**src/rtl/osau_pkg.sv**
```systemverilog
// shared types and constants of the operand stack arithmetic unit
`default_nettype none

package osau_pkg;

	localparam int DATA_W              = 32;
	localparam int COUNT_W             = 7;
	localparam int ERR_W               = 2;
	localparam int ACT_W               = 3;
	localparam int OUT_TDATA_W         = 48;
	localparam int DEFAULT_STACK_DEPTH = 64;

	typedef enum logic [ACT_W-1:0] {
		ACT_NOP  = 3'd0,
		ACT_PUSH = 3'd1,
		ACT_SWAP = 3'd2,
		ACT_ADD  = 3'd3,
		ACT_SUB  = 3'd4,
		ACT_DIV  = 3'd5
	} act_t;

	typedef enum logic [ERR_W-1:0] {
		ERR_OK      = 2'd0,
		ERR_FEW     = 2'd1,
		ERR_DIVZERO = 2'd2,
		ERR_FULL    = 2'd3
	} err_t;

	typedef enum logic [2:0] {
		ST_IDLE,
		ST_EXEC,
		ST_DIV,
		ST_RESULT
	} state_t;

endpackage

`default_nettype wire

```
**src/rtl/osau_ram.sv**
```systemverilog
// generic single write port ram with registered read
`default_nettype none

module osau_ram #(
	parameter int WIDTH = 32,
	parameter int DEPTH = 64
) (
	input  wire logic                     clk,
	input  wire logic                     we,
	input  wire logic [$clog2(DEPTH)-1:0] waddr,
	input  wire logic [WIDTH-1:0]         wdata,
	input  wire logic                     re,
	input  wire logic [$clog2(DEPTH)-1:0] raddr,
	output logic      [WIDTH-1:0]         rdata
);

	logic [WIDTH-1:0] mem_q [DEPTH];

	always_ff @(posedge clk) begin
		if (we) begin
			mem_q[waddr] <= wdata;
		end
		if (re) begin
			rdata <= mem_q[raddr];
		end
	end

endmodule

`default_nettype wire

```
**src/rtl/osau_div.sv**
```systemverilog
// iterative signed divider, one quotient bit per cycle, truncating toward zero
`default_nettype none

module osau_div (
	input  wire logic                         clk,
	input  wire logic                         arst_n,
	input  wire logic                         start,
	input  wire logic [osau_pkg::DATA_W-1:0]  dividend,
	input  wire logic [osau_pkg::DATA_W-1:0]  divisor,
	output logic                              done,
	output logic      [osau_pkg::DATA_W-1:0]  quotient
);

	localparam int W  = osau_pkg::DATA_W;
	localparam int CW = $clog2(W);

	logic          busy_q;
	logic          done_q;
	logic [CW-1:0] cnt_q;
	logic          neg_q;
	logic [W-1:0]  quo_q;
	logic [W-1:0]  rem_q;
	logic [W-1:0]  den_q;
	logic [W-1:0]  rem_sh;
	logic [W:0]    diff;
	logic [W-1:0]  mag_num;
	logic [W-1:0]  mag_den;

	assign mag_num = dividend[W-1] ? (W'(0) - dividend) : dividend;
	assign mag_den = divisor[W-1] ? (W'(0) - divisor) : divisor;
	assign rem_sh  = {rem_q[W-2:0], quo_q[W-1]};
	assign diff    = {1'b0, rem_sh} - {1'b0, den_q};

	always_ff @(posedge clk or negedge arst_n) begin
		if (!arst_n) begin
			busy_q <= 1'b0;
			done_q <= 1'b0;
			cnt_q  <= '0;
		end else begin
			done_q <= 1'b0;
			if (start) begin
				busy_q <= 1'b1;
				cnt_q  <= '0;
			end else if (busy_q) begin
				cnt_q <= cnt_q + CW'(1);
				if (cnt_q == CW'(W - 1)) begin
					busy_q <= 1'b0;
					done_q <= 1'b1;
				end
			end
		end
	end

	always_ff @(posedge clk) begin
		if (start) begin
			neg_q <= dividend[W-1] ^ divisor[W-1];
			quo_q <= mag_num;
			rem_q <= '0;
			den_q <= mag_den;
		end else if (busy_q) begin
			if (!diff[W]) begin
				rem_q <= diff[W-1:0];
				quo_q <= {quo_q[W-2:0], 1'b1};
			end else begin
				rem_q <= rem_sh;
				quo_q <= {quo_q[W-2:0], 1'b0};
			end
		end
	end

	assign done     = done_q;
	assign quotient = neg_q ? (W'(0) - quo_q) : quo_q;

endmodule

`default_nettype wire

```
**src/rtl/operand_stack_arith_unit.sv**
```systemverilog
// operand stack arithmetic unit top level
// nop, push, swap, add and subtract go from the exec state straight to the result state, which registers the result
// divide waits in the div state for the one bit per cycle divider over 32 quotient bits
// one item at a time: the next input transfer is taken only once the result is registered
// a finished result waits in the output register while the next item is taken
// arst_n clears the stack count, the sequencer and the output valid; stack memory is not cleared
`default_nettype none

module operand_stack_arith_unit #(
	parameter int STACK_DEPTH = osau_pkg::DEFAULT_STACK_DEPTH
) (
	input  wire logic                             clk,
	input  wire logic                             arst_n,
	input  wire logic                             s_axis_tvalid,
	output logic                                  s_axis_tready,
	input  wire logic [osau_pkg::DATA_W-1:0]      s_axis_tdata,  // push_value
	input  wire logic [osau_pkg::ACT_W-1:0]       s_axis_tuser,  // action
	output logic                                  m_axis_tvalid,
	input  wire logic                             m_axis_tready,
	output logic      [osau_pkg::OUT_TDATA_W-1:0] m_axis_tdata   // top_value, stack_count, error_code
);

	localparam int W  = osau_pkg::DATA_W;
	localparam int AW = $clog2(STACK_DEPTH);
	localparam int CW = $clog2(STACK_DEPTH + 1);
	localparam int PAD_W = osau_pkg::OUT_TDATA_W - W - osau_pkg::COUNT_W - osau_pkg::ERR_W;

	osau_pkg::state_t             state_q, state_d;
	logic [osau_pkg::ACT_W-1:0]   act_q;
	logic [W-1:0]                 pval_q;
	logic [W-1:0]                 top_q, top_d;
	logic [CW-1:0]                count_q, count_d;
	osau_pkg::err_t               err_q, err_d;
	logic                         out_valid_q;
	logic [osau_pkg::OUT_TDATA_W-1:0] out_data_q;

	logic                         accept;
	logic [CW-1:0]                cnt_m1;
	logic [CW-1:0]                cnt_m2;
	logic                         ram_we;
	logic [AW-1:0]                ram_waddr;
	logic [W-1:0]                 ram_wdata;
	logic [W-1:0]                 ram_rdata;
	logic                         div_start;
	logic                         div_done;
	logic [W-1:0]                 div_quo;
	logic                         load_out;
	logic [W-1:0]                 out_top;

	assign accept        = s_axis_tvalid && s_axis_tready;
	assign s_axis_tready = (state_q == osau_pkg::ST_IDLE);
	assign cnt_m1        = count_q - CW'(1);
	assign cnt_m2        = count_q - CW'(2);

	osau_ram #(
		.WIDTH (W),
		.DEPTH (STACK_DEPTH)
	) u_ram (
		.clk   (clk),
		.we    (ram_we),
		.waddr (ram_waddr),
		.wdata (ram_wdata),
		.re    (accept),
		.raddr (cnt_m2[AW-1:0]),
		.rdata (ram_rdata)
	);

	osau_div u_div (
		.clk      (clk),
		.arst_n   (arst_n),
		.start    (div_start),
		.dividend (ram_rdata),
		.divisor  (top_q),
		.done     (div_done),
		.quotient (div_quo)
	);

	always_ff @(posedge clk or negedge arst_n) begin
		if (!arst_n) begin
			state_q <= osau_pkg::ST_IDLE;
		end else begin
			state_q <= state_d;
		end
	end

	always_comb begin
		state_d   = state_q;
		top_d     = top_q;
		count_d   = count_q;
		err_d     = err_q;
		ram_we    = 1'b0;
		ram_waddr = cnt_m1[AW-1:0];
		ram_wdata = top_q;
		div_start = 1'b0;
		load_out  = 1'b0;
		case (state_q)
			osau_pkg::ST_IDLE: begin
				if (accept) begin
					state_d = osau_pkg::ST_EXEC;
				end
			end
			osau_pkg::ST_EXEC: begin
				err_d   = osau_pkg::ERR_OK;
				state_d = osau_pkg::ST_RESULT;
				case (act_q)
					osau_pkg::ACT_PUSH: begin
						if (count_q == CW'(STACK_DEPTH)) begin
							err_d = osau_pkg::ERR_FULL;
						end else begin
							ram_we  = (count_q != '0);
							top_d   = pval_q;
							count_d = count_q + CW'(1);
						end
					end
					osau_pkg::ACT_SWAP, osau_pkg::ACT_ADD,
					osau_pkg::ACT_SUB, osau_pkg::ACT_DIV: begin
						if (count_q < CW'(2)) begin
							err_d = osau_pkg::ERR_FEW;
						end else begin
							case (act_q)
								osau_pkg::ACT_SWAP: begin
									ram_we    = 1'b1;
									ram_waddr = cnt_m2[AW-1:0];
									top_d     = ram_rdata;
								end
								osau_pkg::ACT_ADD: begin
									top_d   = ram_rdata + top_q;
									count_d = cnt_m1;
								end
								osau_pkg::ACT_SUB: begin
									top_d   = ram_rdata - top_q;
									count_d = cnt_m1;
								end
								default: begin
									if (top_q == '0) begin
										err_d = osau_pkg::ERR_DIVZERO;
									end else begin
										div_start = 1'b1;
										state_d   = osau_pkg::ST_DIV;
									end
								end
							endcase
						end
					end
					default: begin
					end
				endcase
			end
			osau_pkg::ST_DIV: begin
				if (div_done) begin
					top_d   = div_quo;
					count_d = cnt_m1;
					state_d = osau_pkg::ST_RESULT;
				end
			end
			osau_pkg::ST_RESULT: begin
				if (!out_valid_q || m_axis_tready) begin
					load_out = 1'b1;
					state_d  = osau_pkg::ST_IDLE;
				end
			end
			default: begin
				state_d = osau_pkg::ST_IDLE;
			end
		endcase
	end

	always_ff @(posedge clk or negedge arst_n) begin
		if (!arst_n) begin
			count_q     <= '0;
			out_valid_q <= 1'b0;
		end else begin
			count_q <= count_d;
			if (load_out) begin
				out_valid_q <= 1'b1;
			end else if (m_axis_tready) begin
				out_valid_q <= 1'b0;
			end
		end
	end

	assign out_top = (count_q != '0) ? top_q : '0;

	always_ff @(posedge clk) begin
		if (accept) begin
			act_q  <= s_axis_tuser;
			pval_q <= s_axis_tdata;
		end
		top_q <= top_d;
		err_q <= err_d;
		if (load_out) begin
			out_data_q <= {PAD_W'(0), err_q, osau_pkg::COUNT_W'(count_q), out_top};
		end
	end

	assign m_axis_tvalid = out_valid_q;
	assign m_axis_tdata  = out_data_q;

endmodule

`default_nettype wire

```
**config.mk**
```make
export PLATFORM = sky130hd
export DESIGN_NAME = operand_stack_arith_unit
export DESIGN_NICKNAME = d
export VERILOG_FILES = /design/src/rtl/osau_pkg.sv /design/src/rtl/osau_ram.sv /design/src/rtl/osau_div.sv /design/src/rtl/operand_stack_arith_unit.sv
export SDC_FILE = /design/constraint.sdc
export NUM_CORES = 2
export LEC_CHECK = 0
export ABC_CLOCK_PERIOD_IN_PS = 8530
export BUFFER_PORTS_ARGS = -buffer_cell sky130_fd_sc_hd__buf_2
export CORE_AREA = 4 4 560 507
export CTS_CLUSTER_SIZE = 12
export DETAILED_ROUTE_END_ITERATION = 16
export DIE_AREA = 0 0 564 511
export PLACE_DENSITY = 0.54
export SLEW_MARGIN = 20
export SYNTH_ARGS = -nofsm -noshare
export SYNTH_HDL_FRONTEND = slang
export SYNTH_SLANG_ARGS = --single-unit
```
**constraint.sdc**
```tcl
create_clock -name clk -period 8.53 [get_ports clk]
set_clock_uncertainty 0.2 [all_clocks]
set_input_delay 1.706 -clock clk [delete_from_list [all_inputs] [get_ports clk]]
set_output_delay 1.706 -clock clk [all_outputs]
set_load 0.01 [all_outputs]
```
# Word-level counts from Yosys, hierarchy flattened

Memories as Yosys holds them, arrays and structs flattened. A register that Yosys moved wholly into a read port is not among the register bits.
Index checks and enable logic that the tools add are counted.

Register bits: 224
Latch bits: 0
Memory bits (writable): 2048
Bits in read-only memories: 0
Input bits: 39
Output and inout port bits: 50
Logic and storage cells: 123
Memories kept: 1

Add/subtract/negate cells: 10
$mul: 0
Divide/modulo/power cells: 0
Order comparisons: 1
Equal/unequal tests: 18
Shift-type cells: 0
Muxes and demuxes: 60
Bitwise gates (word level): 1
Reductions and logical operators: 15

Memories:

| memory      | depth | width | rd ports | clocked after Yosys merged registers in | wr ports | line           | source |
|---|---|---|---|---|---|---|---|
| u_ram.mem_q | 64    | 32    | 1        | 1                                       | 1        | osau_ram.sv:17 | `logic [WIDTH-1:0] mem_q [DEPTH];` |

Operators with widths:

| kind                    | count |
|---|---|
| $mux W32                | 7 |
| $pmux W32 S2            | 2 |
| $pmux W32 S3            | 1 |
| $sub A1 B32 Y32 const A | 3 |
| $mux W31                | 2 |
| $sub A32 B32 Y33        | 1 |
| $add A32 B32 Y32        | 1 |
| $logic_not A32 Y1       | 1 |
| $sub A32 B32 Y32        | 1 |
| $mux W7                 | 4 |
| $pmux W7 S2             | 2 |
| $mux W1                 | 26 |
| $mux W6                 | 4 |
| $eq A3 B2 Y1 const B    | 4 |
| $pmux W3 S4             | 1 |
| $reduce_and A6 Y1       | 2 |
| $mux W5                 | 2 |
| $mux W3                 | 3 |
| $ne A3 B3 Y1 const B    | 3 |
| $mux W2                 | 4 |
| $add A7 B1 Y7 const B   | 1 |
| $eq A7 B7 Y1 const B    | 1 |
| $lt A7 B2 Y1 const B    | 1 |
| $reduce_bool A7 Y1      | 1 |
| 22 further kinds        | 27 |

# Depth between registers and ports, before layout

Word-level depth: 7
Gate-level depth with buffers: 19

# Cells and area by module

A second synthesis with hierarchy kept.

Cell total of the unflattened synthesis: 4996
Area total of the unflattened synthesis: 94286.7 sq um

By module, submodules not included:

| module                   | times used | cells an instance | area an instance (sq um) |
|---|---|---|---|
| osau_ram                 | 1          | 3323              | 78838.1 |
| operand_stack_arith_unit | 1          | 777               | 7770.0 |
| osau_div                 | 1          | 896               | 7678.6 |

# Least setup slack after synthesis

OpenSTA, ideal clock, no wires.

Path kind: register -> register
Start point: register count_q[1]
End point: memory u_ram.mem_q[2][0] (enable)
Setup time: 0.421 ns
Arrival time: 5.564 ns
Data required time: 7.909 ns
Path slack: 2.345 ns
Stages on the path, launching flop included: 16
Cells stage by stage: dfrtp_1 > clkbuf_1 > clkbuf_1 > clkbuf_1 > clkbuf_1 > inv_1 > ha_1 > clkbuf_1 > buf_2 > buf_1 > clkbuf_1 > buf_1 > nand2_1 > mux2i_1 > nand2_1 > nor2_1

Longest elaborated chain between the ends: 6
Elaborated cells between the ends (all ways): 15

Ends and longest elaborated chain:

| item                                 | line                                                             | source |
|---|---|---|
| from (decl)                          | operand_stack_arith_unit.sv:32                                   | `logic [CW-1:0] count_q, count_d;` |
| from (signal assigned)               | operand_stack_arith_unit.sv:173                                  | `count_q <= count_d;` |
| $lt A7 B2 Y1 (tied with other cells) | operand_stack_arith_unit.sv:117                                  | `if (count_q < CW'(2)) begin` |
| $mux W1, on equally long branches    | operand_stack_arith_unit.sv:117, operand_stack_arith_unit.sv:107 |  |
| $pmux W1 S2                          | operand_stack_arith_unit.sv:105                                  | `case (act_q)` |
| $mux W1                              | operand_stack_arith_unit.sv:96                                   | `case (state_q)` |
| $mux W1                              | osau_ram.sv:20                                                   | `if (we) begin` |
| $mux W1 (implied by the code)        | osau_ram.sv:21                                                   | `mem_q[waddr] <= wdata;` |
| to (decl)                            | osau_ram.sv:17                                                   |  |

Several ways; a longest one is shown, not always the timed one.

# Final worst setup path

Start point: register count_q[1]
End point: memory u_ram.mem_q[5][24] (enable)

The elaborated chain is that of the path after synthesis.

==> flow_metrics.env <==
export IMPL_drt_met1_wl_microns=117000
export IMPL_crit_type="reg2reg"
export IMPL_reg2reg_slack_ns=2.61
export IMPL_setup_ws_ns=2.61
export IMPL_pwr_share_seq_pct=37.9
export IMPL_start_util_pct=33.8
export IMPL_cp_depth=8
export IMPL_routed_via_density=5.51
export IMPL_die_area_sq_mm=0.288
export IMPL_crit_end="u_ram.mem_q[5][24]"
export IMPL_critical_path_buf_inv_count=1
export IMPL_start_kind="register"
export IMPL_insertion_delay_ns=0.91
export IMPL_layout_common_cells="edfxtp_1 (2255), mux4_2 (664), clkbuf_16 (239), nand2_1 (188), o21ai_0 (144)"
export IMPL_crit_family="simple AND/OR/NAND/NOR gates"
export IMPL_yosys_most_used_dff="edfxtp_1"
export IMPL_synth_edf_count=2255
export IMPL_topRoutingLayerUsed="met4"
export IMPL_crit_path_end_kind="register"
export IMPL_syn2layout_area_growth_pct=13.6
export IMPL_r2r_end="u_ram.mem_q[5][24]"
export IMPL_first_pass_iters=6
export IMPL_worst_path_max_delay_cell="nor2_4"
export IMPL_grt_pass1_vias=47825
export IMPL_final_common_cell="edfxtp_1"
export IMPL_yosys_register_bits=2303
export IMPL_internal_power_mw=26.3
export IMPL_holdWs_ns=0.257
export IMPL_swShare_pct=36.9
export IMPL_fmax_ghz=0.169
export IMPL_port_buffer_count=81
export IMPL_nNetsFinal=5023
export IMPL_arrival_ns=6.20
export IMPL_ir_drop_mv=0.342
export IMPL_wirelength_microns=258000
export IMPL_worstPathRequired_ns=8.80
export IMPL_dr_wl_met2_microns=117000
export IMPL_clkTransAtPathRegs_ns=0.06
export IMPL_wl_per_cell_microns=29.4
export IMPL_die_x_microns=564
export IMPL_antenna_found_initial=21
export IMPL_cts_made_buffers=236
export IMPL_dieHeight_microns=511
export IMPL_startpoint="count_q[1]"
export IMPL_cts_root_buf="clkbuf_16"
export IMPL_place_inst=8382
export IMPL_reg2reg_from="count_q[1]"
export IMPL_antenna_left=0
export IMPL_grt_total_usage_pct=17.5
export IMPL_fin_crit_sh_pct=69.4
export IMPL_drv_slew=0
export IMPL_postCtsHoldBufs=0
export IMPL_htreeDepth=4
export IMPL_dp_slack_ns=2.61
export IMPL_hold_viol_final=0
export IMPL_min_path_type="reg2reg"
export IMPL_synth_area_sq_mm=0.0941
export IMPL_crit_path_max_incr_delay_ns=1.11
export IMPL_cts_buffer_depth=4
export IMPL_setup_violations=0
export IMPL_power_leakage_nw=33.3
export IMPL_cts_num_sinks=2303
export IMPL_gr_total_overflow=0
export IMPL_via_count=48341
export IMPL_comb_power_share_pct=39.6
export IMPL_synthDistinctLibCells=84
export IMPL_rows=184
export IMPL_status="finished, final reports clean"
export IMPL_worstPathCellList="inv_1 -> ha_1 -> nor3b_1 -> a21boi_1 -> o21ai_0 -> xor2_1 -> nand3_1 -> nor2_4"
export IMPL_net_switching_power_mw=15.4
export IMPL_reg2reg_depth=8
export IMPL_avgSynthCellArea_sq_um=20.1
export IMPL_cts_repair_resized=0
export IMPL_min_period_ns=5.92
export IMPL_place_congestion=0.873
export IMPL_dp_hpwl_microns=152000
export IMPL_grt_pass1_wl_microns=365000
export IMPL_tns_ns=0
export IMPL_drive_above_1_share_pct=25.0
export IMPL_yosysWarnings=0
export IMPL_timing_max_slew_rel_slack_pct=26.6
export IMPL_stdcell_count=8768
export IMPL_ys_seq_area_share_pct=73.1
export IMPL_tightest_slew_ns=1.10
export IMPL_coreArea_sq_mm=0.278
export IMPL_pwr_share_clk_pct=22.5
export IMPL_cts_tree="done"
export IMPL_io_pins=89
export IMPL_synth_cells=4690
export IMPL_route_detailed_drc=0
export IMPL_met3_length_microns=18000
export IMPL_power_per_cell_area_mw_per_mm2=390
export IMPL_maxCapViolCount=0
export IMPL_post_cts_buffers=0
export IMPL_synth_async_reset_ratio_pct=0.738
export IMPL_cp_max_fo=42
export IMPL_drt_initial_drc_count=6146
export IMPL_rsz0062_at_grt="no"
export IMPL_grt_max_degree=132
export IMPL_fillers=25090
power by group through the flow:
stage | Sequential (mW) | Combinational [mW] | Clock [mW]
6_report | 15.8 | 16.5 | 9.39
5_1_grt | 15.8 | 17.5 | 10.1
4_1_cts | 15.8 | 16.6 | 9.63
3_5_place_dp | 16.0 | 16.6 | 0
3_3_place_gp | 16.0 | 16.5 | 0
2_1_floorplan | 16.3 | 9.43 | 0
stage by stage:
step	power (mW)	util (%)	cell area, sq um
4_1_cts	42.0	38.4	107000
5_1_grt	43.5	38.4	107000
3_5_place_dp	32.6	36.0	100000
3_3_place_gp	32.5	35.9	99900
2_1_floorplan	25.7	-	94100
6_report	41.7	38.4	107000
cells in the mapped netlist, drive strengths merged (19+ instances only):
cell / count / share of area, %
a21oi: 106 / 0.56
nand2: 188 / 0.75
mux2i: 37 / 0.39
a31oi: 20 / 0.13
buf: 58 / 0.28
nand2b: 25 / 0.17
nor2: 152 / 0.61
a21o: 32 / 0.26
dfxtp: 31 / 0.66
nand4: 24 / 0.16
xor2: 91 / 0.85
ha: 77 / 1.0
a211oi: 27 / 0.22
mux4: 664 / 16
nor3: 29 / 0.15
or3: 19 / 0.13
o31ai: 30 / 0.24
o21ai: 146 / 0.78
edfxtp: 2255 / 72
inv: 65 / 0.26
clkbuf: 195 / 0.78
nor2b: 54 / 0.36
xnor2: 88 / 0.82
nand3: 34 / 0.19
routing by layer:
metal  up-vias  global-route usage, %
met1     26338                   26.7
met4         0                   3.76
li1      19858                      -
met3       339                   2.69
met5         -                      0
met2      1806                   26.6
how the worst min path moves through the flow:
| stage | from | end | slack (ns) | cells after the start |
|---|---|---|---|---|
| after global placement | err_q[0] | m_axis_tdata[39] | 0.26 | 0 |
| after CTS | err_q[0] | m_axis_tdata[39] | 0.28 | 0 |
| after floorplan | err_q[0] | m_axis_tdata[39] | 0.20 | 0 |
| after detailed placement | err_q[0] | m_axis_tdata[39] | 0.25 | 0 |
| final | err_q[0] | m_axis_tdata[39] | 0.26 | 0 |
| after global routing | err_q[0] | m_axis_tdata[39] | 0.27 | 0 |
layout make-up:
cell class | count | area, sq um | area share (%)
clock buffers | 316 | 6300 | 5.89
repair buffers | 224 | 1730 | 1.62
multi-input cells | 2075 | 24700 | 23.1
inverters | 65 | 244 | 0.228
clock inverters | 51 | 430 | 0.403
flip-flops and latches | 2303 | 68800 | 64.3
diodes | 14 | 35.0 | 0.0328
well taps | 3720 | 4650 | 4.36
flip-flops by register name, indices dropped and copies added, names as in the netlist:
register,cells
u_div.busy_q,1
u_ram.rdata,32
u_div.cnt_q,5
state_q,2
ram_wdata,32
err_q,2
m_axis_tdata,41
m_axis_tvalid,1
pval_q,32
u_div.done,1
u_div.quo_q,32
u_div.neg_q,1
u_div.den_q,32
act_q,3
count_q,7
u_div.rem_q,31
u_ram.mem_q,2048
kinds of logic after synthesis:
group           Yosys count  share of synthesized area [%]
compound gates          489                           3.33
buf+inv                 318                           1.32
other cells               1                        0.00398
simple gates            615                           3.20
mux                     706                           16.3
flops                  2303                           73.1
fa+ha+maj                79                           1.07
xor+xnor                179                           1.67
Note: power is estimated with default switching activity, not from simulation.
